==> config.mk <==
export PLATFORM = sky130hd
export DESIGN_NAME = nps_ctrl
export DESIGN_NICKNAME = d
export VERILOG_FILES = /design/src/rtl/assert_macros.svh /design/src/rtl/nps_pkg.sv /design/src/rtl/nps_ctrl.sv
export SDC_FILE = /design/constraint.sdc
export NUM_CORES = 1
export LEC_CHECK = 0
export BUFFER_PORTS_ARGS = -buffer_cell sky130_fd_sc_hd__buf_2
export CAP_MARGIN = 25
export CORE_UTILIZATION = 54
export CTS_BUF_LIST = sky130_fd_sc_hd__clkbuf_16
export DETAILED_ROUTE_END_ITERATION = 8
export PLACE_DENSITY = 0.84
export SLEW_MARGIN = 30
export SYNTH_ARGS = -nofsm -noshare
export SYNTH_HDL_FRONTEND = slang
export SYNTH_SLANG_ARGS = --single-unit
export TNS_END_PERCENT = 5
==> constraint.sdc <==
create_clock -name i_clk -period 5.5 [get_ports i_clk]
set_clock_uncertainty 0.05 [all_clocks]
set_input_delay 0.275 -clock i_clk [delete_from_list [all_inputs] [get_ports i_clk]]
set_output_delay 0.275 -clock i_clk [all_outputs]
set_load 0.01 [all_outputs]
==> src/rtl/assert_macros.svh <==
// Assertion macros for the RTL; only the top-level file includes them.
`ifndef ASSERT_MACROS_SVH
`define ASSERT_MACROS_SVH
`ifndef SYNTHESIS
`define NPS_ASSERT(lbl, prop) \
    lbl: assert property (@(posedge i_clk) disable iff (!i_rst_n) prop) \
        else $error("assertion failed");
`define NPS_ASSERT_NEXT(lbl, trig, cond) \
    `NPS_ASSERT(lbl, trig |=> cond)
`else
`define NPS_ASSERT(lbl, prop)
`define NPS_ASSERT_NEXT(lbl, trig, cond)
`endif
`endif

==> src/rtl/nps_pkg.sv <==
package nps_pkg;

    localparam int COORD_BITS      = 12;
    localparam int MAX_HALF_LENGTH = 15;
    localparam int QF              = 14;
    localparam int STEP_FRAC       = 4;
    localparam int WALK_LIMIT      = 8192;

    localparam int CFG_IDX_W  = 3;
    localparam int CFG_DATA_W = 13;
    localparam int SIZE_W     = 13;

    localparam int VEC_W      = 17;     // edge vectors and the raw normal
    localparam int SQ_W       = 60;     // radicand (x*x+y*y) << 28
    localparam int ROOT_W     = 31;
    localparam int DIV_STEPS  = 16;     // quotient bits, unit components stay below 2^16
    localparam int DIV_W      = VEC_W + 2 * QF;
    localparam int SQRT_STEPS = SQ_W / 2;
    localparam int UNIT_W     = 16;
    localparam int ACC_W      = 40;
    localparam int PT_W       = 24;
    localparam int J_W        = $clog2(WALK_LIMIT + 1) + 1;
    localparam int CNT_W      = 5;      // walk count, up to 16 for the centre offset
    localparam int HL_W       = 4;
    localparam int IDX_W      = $clog2(MAX_HALF_LENGTH + 1);
    localparam int POS_W      = $clog2(2 * MAX_HALF_LENGTH + 1);
    localparam int STEP_CNT_W = 5;

    localparam logic [CFG_IDX_W-1:0] CFG_HALF_LENGTH   = 3'd0;
    localparam logic [CFG_IDX_W-1:0] CFG_STEP_SIZE     = 3'd1;
    localparam logic [CFG_IDX_W-1:0] CFG_CENTER_OFFSET = 3'd2;
    localparam logic [CFG_IDX_W-1:0] CFG_PYRAMID_LEVEL = 3'd3;
    localparam logic [CFG_IDX_W-1:0] CFG_IMAGE_WIDTH   = 3'd4;
    localparam logic [CFG_IDX_W-1:0] CFG_IMAGE_HEIGHT  = 3'd5;

    typedef logic [COORD_BITS-1:0]   t_coord;
    typedef logic signed [VEC_W-1:0] t_vec;
    typedef logic [VEC_W-1:0]        t_mag;
    typedef logic [SQ_W-1:0]         t_sq;
    typedef logic [ROOT_W-1:0]       t_root;
    typedef logic [DIV_W-1:0]        t_div;
    typedef logic signed [UNIT_W-1:0] t_unit;
    typedef logic signed [ACC_W-1:0] t_acc;
    typedef logic [ACC_W-1:0]        t_uacc;
    typedef logic signed [PT_W-1:0]  t_pt;
    typedef logic [J_W-1:0]          t_j;
    typedef logic [CNT_W-1:0]        t_cnt;
    typedef logic [STEP_CNT_W-1:0]   t_step;
    typedef logic signed [IDX_W:0]   t_i;
    typedef logic [POS_W-1:0]        t_pos;

    typedef enum logic [4:0] {
        CMD_NONE,
        CMD_LOAD,
        CMD_SQ_X,
        CMD_SQ_Y,
        CMD_SQRT,
        CMD_DIV_INIT,
        CMD_DIV_STEP,
        CMD_DIV_END_X,
        CMD_DIV_END_Y,
        CMD_SAVE_A,
        CMD_SAVE_B,
        CMD_SAVE_D,
        CMD_WOFF_INIT,
        CMD_WALK_STEP,
        CMD_WOFF_SAVE,
        CMD_WSMP_INIT,
        CMD_EMIT_INIT,
        CMD_EMIT
    } t_cmd;

    typedef enum logic [3:0] {
        S_IDLE,
        S_SQ_X,
        S_SQ_Y,
        S_SQRT,
        S_DIVX_INIT,
        S_DIVX,
        S_DIVX_END,
        S_DIVY,
        S_DIVY_END,
        S_SAVE,
        S_WOFF_INIT,
        S_WOFF,
        S_WSMP_INIT,
        S_WSMP,
        S_EMIT
    } t_state;

    typedef enum logic [1:0] {
        PH_A,
        PH_B,
        PH_N
    } t_phase;

    typedef struct packed {
        logic walk_done;
        logic out_free;
        logic emit_last;
    } t_status;

    function automatic t_mag abs_vec(input t_vec v);
        t_vec n;
        n = -v;
        return v[VEC_W-1] ? t_mag'(n) : t_mag'(v);
    endfunction

    // round to nearest, ties to even, on the magnitude
    function automatic t_pt rne_shift(input t_acc v, input logic wide);
        t_uacc mag;
        t_uacc q;
        t_uacc rem;
        t_uacc half;
        t_uacc one;
        int unsigned sh;
        t_pt qs;
        one  = t_uacc'(1);
        sh   = wide ? (QF + STEP_FRAC) : QF;
        mag  = v[ACC_W-1] ? t_uacc'(-v) : t_uacc'(v);
        q    = mag >> sh;
        rem  = mag & ((one << sh) - one);
        half = one << (sh - 1);
        if (rem > half || (rem == half && q[0])) begin
            q = q + one;
        end
        qs = t_pt'(q);
        return v[ACC_W-1] ? -qs : qs;
    endfunction

    function automatic t_coord clamp_coord(input t_pt v, input logic [SIZE_W-1:0] size,
                                           input logic [1:0] lvl);
        logic [SIZE_W-1:0] lim;
        t_pt lim_s;
        lim = size >> lvl;
        if (lim == '0) begin
            lim = SIZE_W'(1);
        end
        lim = lim - SIZE_W'(1);
        if (lim > SIZE_W'((1 << COORD_BITS) - 1)) begin
            lim = SIZE_W'((1 << COORD_BITS) - 1);
        end
        lim_s = t_pt'(lim);
        if (v < 0) begin
            return '0;
        end else if (v > lim_s) begin
            return t_coord'(lim_s);
        end else begin
            return t_coord'(v);
        end
    endfunction

endpackage

==> src/rtl/nps_ctrl.sv <==
module nps_ctrl (
    input  logic             i_clk,
    input  logic             i_rst_n,
    input  logic             i_in_valid,
    input  nps_pkg::t_status i_status,
    output nps_pkg::t_cmd    o_cmd,
    output logic             o_busy
);

    nps_pkg::t_state r_state, n_state;
    nps_pkg::t_phase r_phase, n_phase;
    nps_pkg::t_step  r_cnt, n_cnt;

    always_ff @(posedge i_clk) begin
        if (!i_rst_n) begin
            r_state <= nps_pkg::S_IDLE;
            r_phase <= nps_pkg::PH_A;
            r_cnt   <= '0;
        end else begin
            r_state <= n_state;
            r_phase <= n_phase;
            r_cnt   <= n_cnt;
        end
    end

    always_comb begin
        n_state = r_state;
        n_phase = r_phase;
        n_cnt   = r_cnt;
        o_cmd   = nps_pkg::CMD_NONE;
        o_busy  = (r_state != nps_pkg::S_IDLE);
        unique case (r_state)
            nps_pkg::S_IDLE: begin
                if (i_in_valid) begin
                    o_cmd   = nps_pkg::CMD_LOAD;
                    n_phase = nps_pkg::PH_A;
                    n_state = nps_pkg::S_SQ_X;
                end
            end
            nps_pkg::S_SQ_X: begin
                o_cmd   = nps_pkg::CMD_SQ_X;
                n_state = nps_pkg::S_SQ_Y;
            end
            nps_pkg::S_SQ_Y: begin
                o_cmd   = nps_pkg::CMD_SQ_Y;
                n_cnt   = '0;
                n_state = nps_pkg::S_SQRT;
            end
            nps_pkg::S_SQRT: begin
                o_cmd = nps_pkg::CMD_SQRT;
                if (r_cnt == nps_pkg::t_step'(nps_pkg::SQRT_STEPS - 1)) begin
                    n_cnt   = '0;
                    n_state = nps_pkg::S_DIVX_INIT;
                end else begin
                    n_cnt = r_cnt + nps_pkg::t_step'(1);
                end
            end
            nps_pkg::S_DIVX_INIT: begin
                o_cmd   = nps_pkg::CMD_DIV_INIT;
                n_state = nps_pkg::S_DIVX;
            end
            nps_pkg::S_DIVX, nps_pkg::S_DIVY: begin
                o_cmd = nps_pkg::CMD_DIV_STEP;
                if (r_cnt == nps_pkg::t_step'(nps_pkg::DIV_STEPS - 1)) begin
                    n_cnt   = '0;
                    n_state = (r_state == nps_pkg::S_DIVX) ? nps_pkg::S_DIVX_END
                                                           : nps_pkg::S_DIVY_END;
                end else begin
                    n_cnt = r_cnt + nps_pkg::t_step'(1);
                end
            end
            nps_pkg::S_DIVX_END: begin
                o_cmd   = nps_pkg::CMD_DIV_END_X;
                n_state = nps_pkg::S_DIVY;
            end
            nps_pkg::S_DIVY_END: begin
                o_cmd   = nps_pkg::CMD_DIV_END_Y;
                n_state = nps_pkg::S_SAVE;
            end
            nps_pkg::S_SAVE: begin
                unique case (r_phase)
                    nps_pkg::PH_A: begin
                        o_cmd   = nps_pkg::CMD_SAVE_A;
                        n_phase = nps_pkg::PH_B;
                        n_state = nps_pkg::S_SQ_X;
                    end
                    nps_pkg::PH_B: begin
                        o_cmd   = nps_pkg::CMD_SAVE_B;
                        n_phase = nps_pkg::PH_N;
                        n_state = nps_pkg::S_SQ_X;
                    end
                    default: begin
                        o_cmd   = nps_pkg::CMD_SAVE_D;
                        n_state = nps_pkg::S_WOFF_INIT;
                    end
                endcase
            end
            nps_pkg::S_WOFF_INIT: begin
                o_cmd   = nps_pkg::CMD_WOFF_INIT;
                n_state = nps_pkg::S_WOFF;
            end
            nps_pkg::S_WOFF: begin
                if (i_status.walk_done) begin
                    o_cmd   = nps_pkg::CMD_WOFF_SAVE;
                    n_state = nps_pkg::S_WSMP_INIT;
                end else begin
                    o_cmd = nps_pkg::CMD_WALK_STEP;
                end
            end
            nps_pkg::S_WSMP_INIT: begin
                o_cmd   = nps_pkg::CMD_WSMP_INIT;
                n_state = nps_pkg::S_WSMP;
            end
            nps_pkg::S_WSMP: begin
                if (i_status.walk_done) begin
                    o_cmd   = nps_pkg::CMD_EMIT_INIT;
                    n_state = nps_pkg::S_EMIT;
                end else begin
                    o_cmd = nps_pkg::CMD_WALK_STEP;
                end
            end
            nps_pkg::S_EMIT: begin
                if (i_status.out_free) begin
                    o_cmd = nps_pkg::CMD_EMIT;
                    if (i_status.emit_last) begin
                        n_state = nps_pkg::S_IDLE;
                    end
                end
            end
            default: begin
                n_state = nps_pkg::S_IDLE;
            end
        endcase
    end

endmodule

# Word-level counts from Yosys, hierarchy flattened
# Cells that the tools add are included.
# totals
word_cells	60
out_inout_bits	6
regBits	11
input_bits	6
# classes
muxes	22
add_sub_neg	1
n_reduce_logical	9
eq_ne	25
# ops
op	count
$pmux 5 s14	1
$pmux 4 s14	1
$mux 4	9
$eq 4x4->1 const B	7
$mux 5	4
$eq 4x3->1 const B	4
$pmux 5 s3	1
$ne 2x2->1 const B	7
$pmux 2 s2	3
$eq 4x2->1 const B	2
$reduce_and 7->1	1
$add 5x1->5 const B	1
$eq 5x4->1 const B	1
$eq 5x5->1 const B	1
$eq 4x1->1 const B	1
$logic_not 4->1	1
$mux 2	2
$reduce_bool 4->1	1
$reduce_or 2->1	2
$ne 3x3->1 const B	1
$reduce_and 3->1	1
$reduce_bool 3->1	1
$eq 2x1->1 const B	1
$logic_not 2->1	1
2 further kinds	2

# Logic depth before layout (Yosys ltp)
# depth
depth_word	4
ltp_mapped	7
mapped_depth_nobuf	7

# Worst setup path after synthesis
# No wires, ideal clock.
# synth_timing
path_kind	register to register
startpoint	register r_cnt[0]
endpoint	register r_cnt[3]
n_path_buf	0
path_stages_with_launch	8
setup_ns	0.091
path_slack_ns	3.717
synth_period_minus_slack_ns	1.783
arrival_time_ns	1.642
required_time_ns	5.359
path_cell_list	dfxtp_1 > ha_1 > nand3_1 > inv_1 > ha_1 > o32ai_4 > a41oi_1 > a311oi_1
# synth_between
elab_chain_len	3
elab_cells_between_ends	6
classes_between	1 x add/sub; 2 x eq/ne; 3 x mux
# synth_lines
item	line_no	text
start: declaration	nps_ctrl.sv:12	nps_pkg::t_step r_cnt, n_cnt;
start signal: assignment	nps_ctrl.sv:22	r_cnt <= n_cnt;
$add 5x1->5 (tied with other cells)	nps_ctrl.sv:55, nps_ctrl.sv:69	
$mux 5 (on tied branches)	nps_ctrl.sv:64, nps_ctrl.sv:51	
$pmux 5 s3 (*)	nps_ctrl.sv:32	unique case (r_state)
# Every way passes the cells marked *; elsewhere a longest branch is shown, timed or not.
# A chain may end at the register's enable or synchronous reset.

# Final worst setup path
# layout_timing
startpoint	register r_state[0]
endpoint	output o_cmd[0]
# layout_between
elab_chain_len	3
elab_cells_between_ends	17
classes_between	14 x eq/ne; 1 x mux; 2 x reduce/logical
# layout_lines
item	line_no	text
start: declaration	nps_ctrl.sv:10	nps_pkg::t_state r_state, n_state;
start signal: assignment	nps_ctrl.sv:16	r_state <= nps_pkg::S_IDLE;
start signal: assignment	nps_ctrl.sv:20	r_state <= n_state;
$eq 4x3->1	nps_ctrl.sv:32	
$reduce_or 2->1	nps_ctrl.sv:32	
$pmux 5 s14 (*)	nps_ctrl.sv:32	
end: declaration	nps_ctrl.sv:6	output nps_pkg::t_cmd o_cmd,
# Marks and branches as above.

==> key figures <==
Outcome
  • Status: completed

Critical path
  • Reg2reg end: r_cnt[3]$_SDFFE_PN0P_
  • WP data required: 5180 ps
  • R2r setup slk: 3380 ps
  • Worst-path maximum fanout: 23
  • R2r worst-path depth: 4
  • CP Capture Type: output pin
  • CP Class: reg2out
  • Critical R2R Launch: r_state[2]$_SDFFE_PN0P_
  • Nature of the critical path startpoint: flop
  • Crit path DAT: 2030 ps

Synthesis
  • Mapped cell area: 979.7 sq um
  • Post-Synthesis Cells: 122
  • Syn_nets: 132
  • Synth Area per Inst: 8.030 sq um
  • Post-synth cell types: 43
  • Area leader, netlist: dfxtp_1
  • Synthesis-stage register bit count: 11
  • FFs w/ async S/R, synth: 0%
  • Ys flop type: dfxtp_1
  • Synth top area share: 22.48%
  • Post-synth top cells: 11 x a21oi_1, 11 x dfxtp_1, 11 x inv_1
  • Sequential cell area fraction in the yosys report: between 20 and 25%
  • Area contributors post-synth: dfxtp_1 22%, a21oi_1 5.6%, ha_1 5.1%
  • Yosys warning count: 0
  • Post-synth EDFFs: 0

Global routing
  • Grt total ovfl: 0
  • GRT Util Overall: 27.57%
  • Initial antenna violation count: 0
  • Met3 Usage GRT: roughly 8.2%
  • GRT busiest layer: met2
  • Largest net degree at the start of global routing: 27
  • Vias in the first global route: 861
  • M2 GR Usage: approximately 40%
  • First-pass GRT wire length: 3.912 mm
  • Met1 usage: 35.16%

Placement
  • # port buffers: 11
  • Hpwl dp: 1.572 mm
  • Placed cell count: 149
  • DP Area: 991.0 sq um
  • Final GP Congestion: ~0.81

Floorplanning
  • Die width: 44.60 um
  • Core ar.: ~1700 sq um
  • Starting Density: 57.36%
  • Die area: 1989 sq um
  • Io pins: 12
  • Die Span Y: 44.60 um
  • Row cnt: 15

Detailed routing
  • Number of vias per cell: 6.471
  • DR WL/cell: 15.90 um
  • Final WL: 2.432 mm
  • Remaining DRCs: 0
  • Via count: 990
  • Pre-Repair DR Iteration Count: 4
  • Starting DRT DRC Count: 32
  • Detail Route Antenna Nets: 0

Clocking
  • Clock latency on the worst-skew pair: 240 ps
  • Worst-case clock buffer depth: 2
  • CTS HTree Levels: 1
  • Clk root buf: clkbuf_16
  • # clock sinks: 11
  • Reg clk slew, reported paths: 40 ps
  • Cts hold-fix bufs: 0
  • Post-CTS setup buffers: 0
  • CTS Buf Count: 3
  • CTS tree: done
  • Cts repair resizes: 0

Timing
  • Fmax: 424.4 MHz
  • Fin. max-slew vios: 0
  • Part of the cycle the worst path needs: 42.84%
  • Worst-margin pin slew: 825.2 ps
  • RSZ-0062 raised after global routing: no
  • Final hold slack: 293.2 ps
  • Count of final setup violators: 0
  • Setup TNS Final: 0 ps
  • Final Critical Period: 2356 ps
  • Max transition margin: 44.91%
  • Final Hold Fails: 0

Finish
  • Antenna Cells: 0
  • Ratio of cells with drive above 1 in the final layout: 18.75%
  • Final instance area: 1070 sq um
  • Layout area overhead: 9.196%
  • Layout net count: roughly 140
  • Final std cells w/o fill: about 150

Worst hold path
  • Hold crit path type: in2reg
  • Hold path start: i_rst_n
  • Hold path depth: 3
  • End of the worst hold path: r_state[3]$_SDFFE_PN0P_

Pwr
  • Total power: 0.4095 mW
  • Peak VDD IR: 383.7 uV
  • P per Cell Area: around 380 nW/um^2
  • Leakage: 0.3825 nW

Job
  • Max-cap viol count: 0
-- power breakdown --
part           internal, mW  total, mW  switching [mW]
registers            0.0881      0.131          0.0430
logic                0.0638      0.143          0.0788
clock network        0.0958      0.136          0.0399
-- worst max path at each step --
stage	from	end	slack, ps	cells after the start
after detailed placement	r_state[2]$_SDFFE_PN0P_	r_cnt[3]$_SDFFE_PN0P_	3350	4
after CTS	r_state[0]$_SDFFE_PN0P_	o_cmd[0]	3190	5
after global routing	r_state[2]$_SDFFE_PN0P_	o_cmd[0]	3020	5
after floorplan	r_cnt[0]$_SDFFE_PN0P_	r_cnt[3]$_SDFFE_PN0P_	3720	7
after global placement	r_state[0]$_SDFFE_PN0P_	o_cmd[0]	3470	5
final	r_state[0]$_SDFFE_PN0P_	o_cmd[0]	3140	5
-- area by class of cell --
| cell class | instances | area [sq um] |
|---|---|---|
| multi-input cells | 91 | 643.1 |
| fillers | 135 | 638.1 |
| flip-flops and latches | 11 | 220.2 |
| clock buffers | 3 | 75.07 |
| repair buffers | 11 | 55.05 |
| inverters | 11 | 41.29 |
| well taps | 25 | 31.28 |
| clock inverters | 1 | 3.754 |
-- placed cells by master (no fill, tap or decap), drive strengths merged, types with 2 or more instances in the layout --
cell	Yosys	final
a221oi	2	2
nand2	8	8
nand3	2	2
nor4b	3	3
o211ai	2	2
dfxtp	11	11
o22ai	6	6
nor4	2	2
a21oi	11	11
a41oi	2	2
a311oi	3	3
a31oi	2	2
o21ai	7	7
inv	11	12
nand2b	4	4
buf	2	11
o32ai	2	2
o21a	3	3
nor2	8	8
ha	4	4
clkbuf	7	3
nor3	2	2
-- registers in the layout, summed over array words and instances, names as in the netlist --
register and count:
r_cnt 5, r_state 4, r_phase 2
-- cells by family after synthesis --
kind of cell    count (synthesis)  share of synthesized area, %
compound gates                 44                         32.57
simple gates                   41                         26.06
buf+inv                        20                         11.88
flops                          11                         22.48
fa+ha+maj                       4                         5.109
xor+xnor                        1                        0.8942
mux                             1                         1.022
-- worst max-delay path, cell delays in order, from the launching register on --
cell and delay (ps):
dfxtp_1 800, or2b_2 420, o22ai_1 140, a221oi_1 100, o22ai_1 170, buf_2 150
-- through the flow --
| step | util [%] | setup slack [ps] |
|---|---|---|
| 3_5_place_dp | 58.02 | 3351 |
| 5_1_grt | 62.64 | 3020 |
| 6_report | 62.64 | 3144 |
| 3_3_place_gp | 58.02 | 3473 |
| 4_1_cts | 62.64 | 3191 |
| 2_1_floorplan | - | 3717 |
-- layer usage --
metal,vias up,routed length [um]
li1,469,-
met2,40,1122
met5,-,0
met1,466,1066
met4,0,118
met3,15,125
(Power assumes the default switching activity.)
